$ cat src/rtl/core/oaht_pkg.sv
`default_nettype none
// ----------------------------------------------------------------------------
// Open address hash table package
// Shared types, codes and hash constants for the hash table block.
// ----------------------------------------------------------------------------
package oaht_pkg;

   localparam int SLOTS_DEFAULT = 1024;
   localparam int COUNT_W = 11;
   localparam int FILL_W = 11;
   localparam int PROBE_W = 12;
   localparam int CSR_W = 12;
   localparam int FILL_RESET = 717;
   localparam int PROBE_RESET = 1037;

   localparam logic [0:0] CSR_FILL_LIMIT = 1'd0;
   localparam logic [0:0] CSR_PROBE_LIMIT = 1'd1;

   localparam logic [1:0] KIND_INSERT = 2'd0;
   localparam logic [1:0] KIND_REMOVE = 2'd1;
   localparam logic [1:0] KIND_LOOKUP = 2'd2;

   localparam logic [2:0] ST_INSERTED = 3'd0;
   localparam logic [2:0] ST_UPDATED = 3'd1;
   localparam logic [2:0] ST_REMOVED = 3'd2;
   localparam logic [2:0] ST_FOUND = 3'd3;
   localparam logic [2:0] ST_NOT_FOUND = 3'd4;
   localparam logic [2:0] ST_FULL = 3'd5;
   localparam logic [2:0] ST_ZERO_VALUE = 3'd6;

   localparam logic [1:0] MARK_UNUSED = 2'd0;
   localparam logic [1:0] MARK_LIVE = 2'd1;
   localparam logic [1:0] MARK_TOMB = 2'd2;

   localparam logic [63:0] MIX_ADD = 64'h9e3779b97f4a7c15;
   localparam logic [63:0] MIX_MUL_A = 64'hbf58476d1ce4e5b9;
   localparam logic [63:0] MIX_MUL_B = 64'h94d049bb133111eb;

   typedef struct packed {
      logic [1:0]  kind;
      logic [63:0] key;
      logic [63:0] value;
   } req_type;

   typedef struct packed {
      logic [2:0]         status;
      logic [63:0]        read_value;
      logic [COUNT_W-1:0] live_entries;
   } rsp_type;

   typedef struct packed {
      req_type     req;
      logic [63:0] hash;
   } job_type;

   typedef struct packed {
      logic full;
      logic empty;
   } queue_status_type;

endpackage
`default_nettype wire

$ cat src/rtl/core/oaht_queue.sv
`default_nettype none
// ----------------------------------------------------------------------------
// Hash table job queue
// Two-entry queue of hashed requests between the front and back ends.
// ----------------------------------------------------------------------------
module oaht_queue (
   input  wire logic              clock,
   input  wire logic              reset,
   input  wire logic              push,
   input  wire oaht_pkg::job_type push_job,
   input  wire logic              pop,
   output oaht_pkg::job_type      head_job,
   output oaht_pkg::queue_status_type q_status
);

   oaht_pkg::job_type entry_ff [2];
   logic              wr_ptr_ff;
   logic              rd_ptr_ff;
   logic [1:0]        count_ff;

   always_ff @(posedge clock) begin
      if (push) begin
         entry_ff[wr_ptr_ff] <= push_job;
      end
      if (reset) begin
         wr_ptr_ff <= 1'b0;
         rd_ptr_ff <= 1'b0;
         count_ff <= 2'd0;
      end else begin
         if (push) begin
            wr_ptr_ff <= !wr_ptr_ff;
         end
         if (pop) begin
            rd_ptr_ff <= !rd_ptr_ff;
         end
         count_ff <= count_ff + {1'b0, push} - {1'b0, pop};
      end
   end

   assign head_job = entry_ff[rd_ptr_ff];
   assign q_status = '{full: (count_ff == 2'd2), empty: (count_ff == 2'd0)};

endmodule
`default_nettype wire

$ cat config.mk
export PLATFORM = sky130hd
export DESIGN_NAME = oaht_queue
export DESIGN_NICKNAME = d
export VERILOG_FILES = /design/src/rtl/core/oaht_pkg.sv /design/src/rtl/core/oaht_queue.sv
export SDC_FILE = /design/constraint.sdc
export NUM_CORES = 1
export LEC_CHECK = 0
export BUFFER_PORTS_ARGS = -buffer_cell sky130_fd_sc_hd__buf_2
export CORE_MARGIN = 2
export CORE_UTILIZATION = 53
export CTS_CLUSTER_SIZE = 10
export DETAILED_ROUTE_END_ITERATION = 10
export PLACE_DENSITY = 0.8
export SYNTH_ARGS = -nofsm -noshare
export SYNTH_HDL_FRONTEND = slang
export SYNTH_SLANG_ARGS = --single-unit
$ cat constraint.sdc
create_clock -name clock -period 14.69 [get_ports clock]
set_input_delay 2.938 -clock clock [delete_from_list [all_inputs] [get_ports clock]]
set_output_delay 2.938 -clock clock [all_outputs]
set_load 0.02 [all_outputs]
==> flow_summary.ini <==
[worst_setup_path]
r2r_setup_slack_ps = 12020
crit_slowest_cell = buf_4
rr_worst_depth = 3
path_class = reg2out
startpoint_type = flip-flop
crit_path_cell_trace = buf_4 -> buf_4 -> mux2_4 -> buf_2
cp_common_cell = buf_4
cp_num_buf_inv = 3
critPathCaptureType = primary output
cp_max_fo = 65
timing.rr.start = wr_ptr_ff
slowest_delay_ps = 900
crit_arrival_ps = 3620
required_ps = 11750
timing.rr.end = entry_ff[0][100]
cp.depth = 4
path_delay_family = buffers and inverters

[timing]
setup-violations-final = 0
worstMarginPinSlew_ps = 1090
period_needed_ps = 6560
rsz0062_at_grt = false
hold_viol = 0
clock_skew_ps = 20.0
fmax_mhz = 152
fin_setup_tns_ps = 0
slew_headroom = 0.272
slew_violations = 0
fin_crit_sh = 0.446

[logic_synthesis]
synth-seq-area-share = 0.789
synth_seq_cells = 393
synth_top_area_frac = 0.783
netlist_instances = 625
synthesis.nets = 825
syn_avg_cell_area_um2 = 23.8
synth_top_area_cell = edfxtp_1
netlist_area_um2 = 14900
ys_warn_count = 0
synthTopCellsByArea = edfxtp_1 78%, mux2_4 16%, mux2_2 2.6%, buf_6 1.4%, dfxtp_1 0.67%
synth_cell_types = 14

[drt]
post-route-drc-count = 0
wl_per_cell_um = 20.6
vias = 7330
via_per_inst = 5.05
drtPass1Iterations = 4
drtIter0Drc = 645
ant_nets = 0
wl_um = 29900

[clock_network]
cts_tree = yes
cts_buffers = 45
clk-insertion-delay-late_ps = 520
h-tree-depth = 2
postCtsHoldBufs = 0
cts_setup_buffers = 0
ctsResizeCount = 0
clkTransAtPathRegs_ps = 50
clk_path_buf_depth = 3
cts-root-buf = clkbuf_16
clock_sinks = 393

[min_path]
hp-start = rd_ptr_ff
hold_depth = 2
hold_path.class = reg2reg

[place]
placed_cell_area_um2 = 17200
dpl.hpwl_um = 20800
io_buffer_count = 393
finalWeightedCongestion = 0.784

[floorplanning]
fp-row-count = 61
die_h_um = 172
die_area_um2 = 29400
die_x_um = 172
core_um2 = 27700
initial_core_util = 0.537
io_pins = 394

[final_layout]
nNetsFinal = 1252
fin_area_um2 = 18400
n_fill_cell = 1860
drive_above_1_share = 0.611
syn2layout_area_growth_pct = 23.8

[global_routing]
antenna_found_initial = 11
grt_first_pass_wirelength_um = 42000
grt_max_degree = 76
grt_pass1_vias = 7451
grt_remaining_overflow = 0
grtUsageTotal = 0.193

[status]
status = complete, no violations

[power_and_ir_drop]
ir_worst_vdd_mv = 0.0996
power_density_nw_per_um2 = 143
p_total_mw = 2.64
p_leak_nw = 7.27

[flow_run]
maxCapViolations = 0
==> how the worst max path moves through the flow <==
stage	startpoint	end	slack [ps]
CTS	flip-flop	head_job[132]	8120
detailed placement	flip-flop	head_job[111]	8670
floorplan	push	entry_ff[0][0]	2610
global placement	flip-flop	head_job[68]	8760
global route	flip-flop	head_job[132]	7990
finish	flip-flop	head_job[111]	8130
==> Yosys cell counts, drive strengths merged <==
cell type / n
buf: 22
xnor3: 1
nor2: 5
mux2: 194
edfxtp: 388
inv: 2
xnor2: 2
nor2b: 3
and2: 1
dfxtp: 5
ha: 2
==> layer usage <==
layer | routed length (µm) | GRT usage | vias to the layer above | share of wire
li1 | - | - | 3346 | -
met1 | 10800 | 0.218 | 3588 | 0.36
met2 | 15200 | 0.335 | 330 | 0.51
met3 | 3050 | 0.0720 | 60 | 0.10
met4 | 804 | 0.0733 | 6 | 0.027
met5 | 39 | 0 | - | 0.0013
==> tightest hold or removal path, delay by kind of cell, from the launching register on <==
family | cells | cell delay (ps)
AND/OR/NAND/NOR | 1 | 70
flip-flops | 1 | 320
XOR/XNOR | 1 | 80
==> layout by cell type, fill, tap and decap left out, drive strengths merged <==
cell type	instances
inv	3
edfxtp	388
buf	402
xnor3	1
nor2	5
ha	2
nor2b	3
diode	10
clkinv	1
xnor2	2
clkbuf	56
and2	1
dfxtp	5
mux2	194
==> power breakdown <==
part	total, mW	leakage, nW	switching, mW	internal (mW)
clock network	0.954	0.604	0.381	0.573
registers	1.34	3.68	0.0234	1.31
logic	0.348	2.98	0.195	0.154
==> cell type report <==
cell class | count | area (µm²) | area share
diodes | 10 | 25.0 | 0.00136
clock buffers | 56 | 1220 | 0.0662
clock inverters | 2 | 13.8 | 0.000747
inverters | 2 | 7.51 | 0.000407
multi-input cells | 208 | 2900 | 0.158
flip-flops and latches | 393 | 11800 | 0.638
well taps | 378 | 473 | 0.0257
repair buffers | 402 | 2030 | 0.110
==> logic make-up (layout without fill, tap and decap cells) <==
kind of cell             Yosys count  after routing  share of synthesized area
other                              0             10                          0
flip-flops                       393            393                      0.789
buffers and inverters             24            462                     0.0161
AND/OR/NAND/NOR                    9              9                    0.00294
multiplexers                     194            194                      0.187
XOR/XNOR                           3              3                    0.00269
adder cells (fa/ha/maj)            2              2                    0.00168
==> metrics by stage <==
stage                     utilization  setup slack, ps  hold slack, ps  std cells
final                           0.665             8130             507       1451
after floorplan                     -             2610             480        625
after global routing            0.665             7990             569       1446
after detailed placement        0.620             8670             506       1383
after global placement          0.620             8760             492       1383
after CTS                       0.664             8120             514       1441
==> registers in the layout, summed over array words and instances, names as in the netlist, named ones only <==
register and flops:
count_ff 2, entry_ff 388, rd_ptr_ff 1, wr_ptr_ff 1
No activity file was read; power rests on OpenSTA's default activity.
