**config.mk**
```make
export PLATFORM = sky130hd
export DESIGN_NAME = oaht_front
export DESIGN_NICKNAME = d
export VERILOG_FILES = /design/src/rtl/core/oaht_pkg.sv /design/src/rtl/core/oaht_front.sv
export SDC_FILE = /design/constraint.sdc
export NUM_CORES = 2
export LEC_CHECK = 0
export BUFFER_PORTS_ARGS = -buffer_cell sky130_fd_sc_hd__buf_4
export CAP_MARGIN = 30
export CORE_UTILIZATION = 63
export CTS_CLUSTER_DIAMETER = 100
export DETAILED_ROUTE_END_ITERATION = 10
export GPL_ROUTABILITY_DRIVEN = 0
export PLACE_DENSITY_LB_ADDON = 0.12
export SLEW_MARGIN = 15
export SYNTH_ARGS = -nofsm -noshare
export SYNTH_HDL_FRONTEND = slang
export SYNTH_SLANG_ARGS = --single-unit
```
**constraint.sdc**
```tcl
create_clock -name clock -period 16.2 [get_ports clock]
set_input_delay 1.62 -clock clock [delete_from_list [all_inputs] [get_ports clock]]
set_output_delay 1.62 -clock clock [all_outputs]
set_load 0.02 [all_outputs]
```
**src/rtl/core/oaht_pkg.sv**
```systemverilog
`default_nettype none
// ----------------------------------------------------------------------------
// Open address hash table package
// Shared types, codes and hash constants for the hash table block.
// ----------------------------------------------------------------------------
package oaht_pkg;

   localparam int SLOTS_DEFAULT = 1024;
   localparam int COUNT_W = 11;
   localparam int FILL_W = 11;
   localparam int PROBE_W = 12;
   localparam int CSR_W = 12;
   localparam int FILL_RESET = 717;
   localparam int PROBE_RESET = 1037;

   localparam logic [0:0] CSR_FILL_LIMIT = 1'd0;
   localparam logic [0:0] CSR_PROBE_LIMIT = 1'd1;

   localparam logic [1:0] KIND_INSERT = 2'd0;
   localparam logic [1:0] KIND_REMOVE = 2'd1;
   localparam logic [1:0] KIND_LOOKUP = 2'd2;

   localparam logic [2:0] ST_INSERTED = 3'd0;
   localparam logic [2:0] ST_UPDATED = 3'd1;
   localparam logic [2:0] ST_REMOVED = 3'd2;
   localparam logic [2:0] ST_FOUND = 3'd3;
   localparam logic [2:0] ST_NOT_FOUND = 3'd4;
   localparam logic [2:0] ST_FULL = 3'd5;
   localparam logic [2:0] ST_ZERO_VALUE = 3'd6;

   localparam logic [1:0] MARK_UNUSED = 2'd0;
   localparam logic [1:0] MARK_LIVE = 2'd1;
   localparam logic [1:0] MARK_TOMB = 2'd2;

   localparam logic [63:0] MIX_ADD = 64'h9e3779b97f4a7c15;
   localparam logic [63:0] MIX_MUL_A = 64'hbf58476d1ce4e5b9;
   localparam logic [63:0] MIX_MUL_B = 64'h94d049bb133111eb;

   typedef struct packed {
      logic [1:0]  kind;
      logic [63:0] key;
      logic [63:0] value;
   } req_type;

   typedef struct packed {
      logic [2:0]         status;
      logic [63:0]        read_value;
      logic [COUNT_W-1:0] live_entries;
   } rsp_type;

   typedef struct packed {
      req_type     req;
      logic [63:0] hash;
   } job_type;

   typedef struct packed {
      logic full;
      logic empty;
   } queue_status_type;

endpackage
`default_nettype wire

```
**src/rtl/core/oaht_front.sv**
```systemverilog
`default_nettype none
// ----------------------------------------------------------------------------
// Hash table front end
// Accepts a request beat and hashes its key with a shared 32-bit multiplier.
// ----------------------------------------------------------------------------
module oaht_front (
   input  wire logic                      clock,
   input  wire logic                      reset,
   input  wire logic                      accept,
   input  wire oaht_pkg::req_type         req_item,
   input  wire oaht_pkg::queue_status_type q_status,
   output logic                           front_busy,
   output logic                           push,
   output oaht_pkg::job_type              push_job
);

   typedef enum logic [2:0] {
      F_IDLE, F_MIX1, F_MUL, F_MIX2, F_MIX3, F_PUSH
   } front_state_type;

   front_state_type    state_ff;
   oaht_pkg::req_type  req_ff;
   logic [63:0]        h_ff;
   logic [63:0]        acc_ff;
   logic [63:0]        mprod_ff;
   logic [1:0]         step_ff;
   logic               second_ff;
   logic [31:0]        op_a;
   logic [31:0]        op_b;
   logic [63:0]        mul_const;

   always_comb begin
      mul_const = second_ff ? oaht_pkg::MIX_MUL_B : oaht_pkg::MIX_MUL_A;
      unique case (step_ff)
         2'd1: begin
            op_a = h_ff[63:32];
            op_b = mul_const[31:0];
         end
         2'd2: begin
            op_a = h_ff[31:0];
            op_b = mul_const[63:32];
         end
         default: begin
            op_a = h_ff[31:0];
            op_b = mul_const[31:0];
         end
      endcase
   end

   always_ff @(posedge clock) begin
      mprod_ff <= op_a * op_b;
      if (reset) begin
         state_ff <= F_IDLE;
         step_ff <= 2'd0;
         second_ff <= 1'b0;
      end else begin
         unique case (state_ff)
            F_IDLE: begin
               if (accept) begin
                  req_ff <= req_item;
                  h_ff <= req_item.key + oaht_pkg::MIX_ADD;
                  state_ff <= F_MIX1;
               end
            end
            F_MIX1: begin
               h_ff <= h_ff ^ (h_ff >> 30);
               second_ff <= 1'b0;
               step_ff <= 2'd0;
               state_ff <= F_MUL;
            end
            F_MUL: begin
               step_ff <= step_ff + 2'd1;
               unique case (step_ff)
                  2'd0: ;
                  2'd1: acc_ff <= mprod_ff;
                  2'd2: acc_ff[63:32] <= acc_ff[63:32] + mprod_ff[31:0];
                  default: begin
                     h_ff <= {acc_ff[63:32] + mprod_ff[31:0], acc_ff[31:0]};
                     state_ff <= second_ff ? F_MIX3 : F_MIX2;
                  end
               endcase
            end
            F_MIX2: begin
               h_ff <= h_ff ^ (h_ff >> 27);
               second_ff <= 1'b1;
               step_ff <= 2'd0;
               state_ff <= F_MUL;
            end
            F_MIX3: begin
               h_ff <= h_ff ^ (h_ff >> 31);
               state_ff <= F_PUSH;
            end
            default: begin
               if (!q_status.full) begin
                  state_ff <= F_IDLE;
               end
            end
         endcase
      end
   end

   assign front_busy = (state_ff != F_IDLE);
   assign push = (state_ff == F_PUSH) && !q_status.full;
   assign push_job = '{req: req_ff, hash: h_ff};

endmodule
`default_nettype wire

```
==> flow_metrics.py <==
metrics = {
    "outcome": {
        "status": "finished clean",
    },
    "timing": {
        "fin_crit_sh": 0.6519,
        "timing_hold_violations_final": 0,
        "finalClockSkew_ps": 18.78,
        "drv_slew": 0,
        "tightest_slew_ps": 950.6,
        "finalSetupTns_ps": 0,
        "max_freq_mhz": 94.70,
        "fin_ws_ps": 5640,
        "rsz0062_at_grt": "false",
        "setup-violations-final": 0,
        "max_slew_margin": 0.3663,
        "finalCriticalPeriod_ps": 10560,
    },
    "global_route": {
        "grt_max_degree": 71,
        "grt_overflow": 0,
        "grt_pass1_vias": 34070,
        "grt_antenna_before_repair": 2,
        "grt_pass1_wl_mm": 206.8,
        "grt_util_all_layers": 0.3965,
    },
    "hold_path": {
        "worstHoldStart": "mprod_ff[50]",
        "hold_path_class": "flip-flop to flip-flop",
    },
    "layout": {
        "drive_gt1_frac": 0.1079,
        "post-route-util": 0.7055,
        "nets": 5941,
        "fin_cells": 5573,
        "area_growth_pct": 10.03,
        "antenna_cells": 0,
        "num-fill-cells": 5273,
    },
    "floorplan": {
        "coreArea_sq_um": 69070,
        "die_area_sq_um": 71360,
        "die_w_microns": 267.1,
        "ios": 331,
        "num_rows": 96,
        "die_y_microns": 267.1,
        "floorplan.initialDensity": 0.6412,
    },
    "worst_setup_path": {
        "startpoint_type": "flip-flop",
        "cpPeakStageDelay_ps": 670,
        "cp.arrival_ps": 11010,
        "path_class": "flip-flop to flip-flop",
        "critPathRequiredTime_ps": 16650,
        "crit_start": "second_ff",
        "crit_path_max_fanout": 64,
        "cp_common_cell": "fa_1",
        "reg2reg_from": "second_ff",
        "cp-end-kind": "flip-flop",
        "slowest_stage": "buf_4",
    },
    "synthesis": {
        "synth_top_family_by_area": "adder cells",
        "synth_compound_area_frac": 0.08827,
        "synthCells": 4351,
        "synth.area.mux_share": 0.01684,
        "synth_area_leaders": "fa_1 (36%), edfxtp_1 (17%), ha_1 (11%)",
        "ys_seq_elements": 328,
        "synthSimpleGateAreaFrac": 0.07535,
        "synth-main-ff-cell": "edfxtp_1",
        "synth_top_area_cell": "fa_1",
        "synth_fa_ha_area_frac": 0.4709,
        "syn_area_sq_um": 44280,
        "synth_edf_count": 258,
        "yosys.area.top_type_share": 0.3621,
        "synth-xor-area-share": 0.04134,
        "synth_top_cells_by_count": "inv_1 (1051), fa_1 (801), ha_1 (385), nor2_1 (325), edfxtp_1 (258)",
        "syn_avg_cell_area_sq_um": 10.18,
        "yosysWarnings": 0,
        "synthArstFlopShare": 0,
        "synth.most_common_cell": "inv_1",
        "synth_nets": 5672,
        "synth.distinct_cells": 75,
        "yosysSeqAreaShare": 0.2066,
    },
    "placement": {
        "post-place-ws_ps": 5853,
        "portBuffers": 329,
        "dp_cells": 5518,
        "dp_hpwl_mm": 116.3,
    },
    "clocking": {
        "cts_sinks": 328,
        "clock_path_buffers": 3,
        "cts_buffers": 29,
        "cts_tree": "yes",
        "cts_resized": 0,
        "post_cts_buffers": 0,
        "h-tree-depth": 1,
        "clk_pin_slew_ps": 70,
        "cts_hold_buf": 0,
        "root_buffer": "clkbuf_16",
        "clk_latency_ps": 570,
    },
    "route": {
        "drc": 0,
        "vias": 33430,
        "dr.pass1.iters": 10,
        "ant_nets": 0,
        "drt-wirelength-per-cell_microns": 24.76,
        "dr.first_iter.drc_count": 4186,
        "drt-vias-per-instance": 5.998,
        "routed_wl_mm": 138.0,
    },
    "job": {
        "maxCapViolations": 0,
    },
}
[area by class of cell]
class	count	area (sq um)	share of cell area
clock buffer	36	783.3	0.01607
clock inverter	17	140.1	0.002876
inverter	1053	3954	0.08114
multi-input combinational	2835	30720	0.6304
sequential	328	9151	0.1878
tap	931	1165	0.02391
timing repair buffer	373	2816	0.05780
[cells in the final DEF, fill, tap and decap left out, drive strengths merged, types with 12 or more instances in the layout]
cell    count
fa        801
inv      1051
o21a       12
a222oi     19
buf       373
nor2b      12
a21oi     159
nor2      325
and3       20
edfxtp    258
nand2     238
dfxtp      70
o21bai     20
nand3      26
nor3       33
a31oi      24
nand2b     33
xor2       88
a21o       63
o21ai     147
nand4      14
o221ai     15
mux2i      34
and2       15
clkbuf     36
a221o      17
xnor2     121
ha        385
mux2       36
or2        17
o22ai      41
[path summary, 6_finish.rpt]
kind,slack [ps],cells after the start,endpoint
setup reg to reg,5640,28,mprod_ff[61]
hold reg to reg,520,2,acc_ff[50]
setup / recovery,5640,28,mprod_ff[61]
hold / removal,520,2,acc_ff[50]
[critical path, delay by kind of cell, from the launching register on]
kind,cells,cell delay (ps)
fa+ha+maj,9,4610
simple gates,4,1070
buf+inv,6,1720
compound gates,9,2550
flops,1,390
[routing by layer]
| metal | vias up | wire length (microns) | global-route usage |
|---|---|---|---|
| met3 | 507 | 14930 | 0.08248 |
| li1 | 14310 | - | - |
| met1 | 16490 | 51670 | 0.5317 |
| met4 | 0 | 10000 | 0.2274 |
| met5 | - | 0 | 0 |
| met2 | 2125 | 61410 | 0.6025 |
[registers in the layout (all words and copies together), names as in the netlist]
| register | cells |
|---|---|
| state_ff | 3 |
| mprod_ff | 64 |
| step_ff | 2 |
| h_ff | 64 |
| push_job | 130 |
| acc_ff | 64 |
| second_ff | 1 |
[per-stage QoR]
| step | instance area [sq um] | hold WS, ps |
|---|---|---|
| floorplan | 44280 | 412.3 |
| global placement | 47760 | 494.8 |
| detailed placement | 47780 | 499.4 |
| CTS | 48700 | 516.1 |
| global route | 48730 | 542.4 |
| finish | 48730 | 515.2 |
[logic make-up after synthesis]
family / after synthesis
flip-flops: 328
XOR/XNOR: 209
buffers and inverters: 1188
AND/OR/NAND/NOR: 764
multiplexers: 70
adder cells (fa/ha/maj): 1186
AO/OA/AOI/OAI: 606
Power is left out: the tool's default activity adds up to more than one toggle a clock period on the data nets, which glitch-free logic cannot reach.
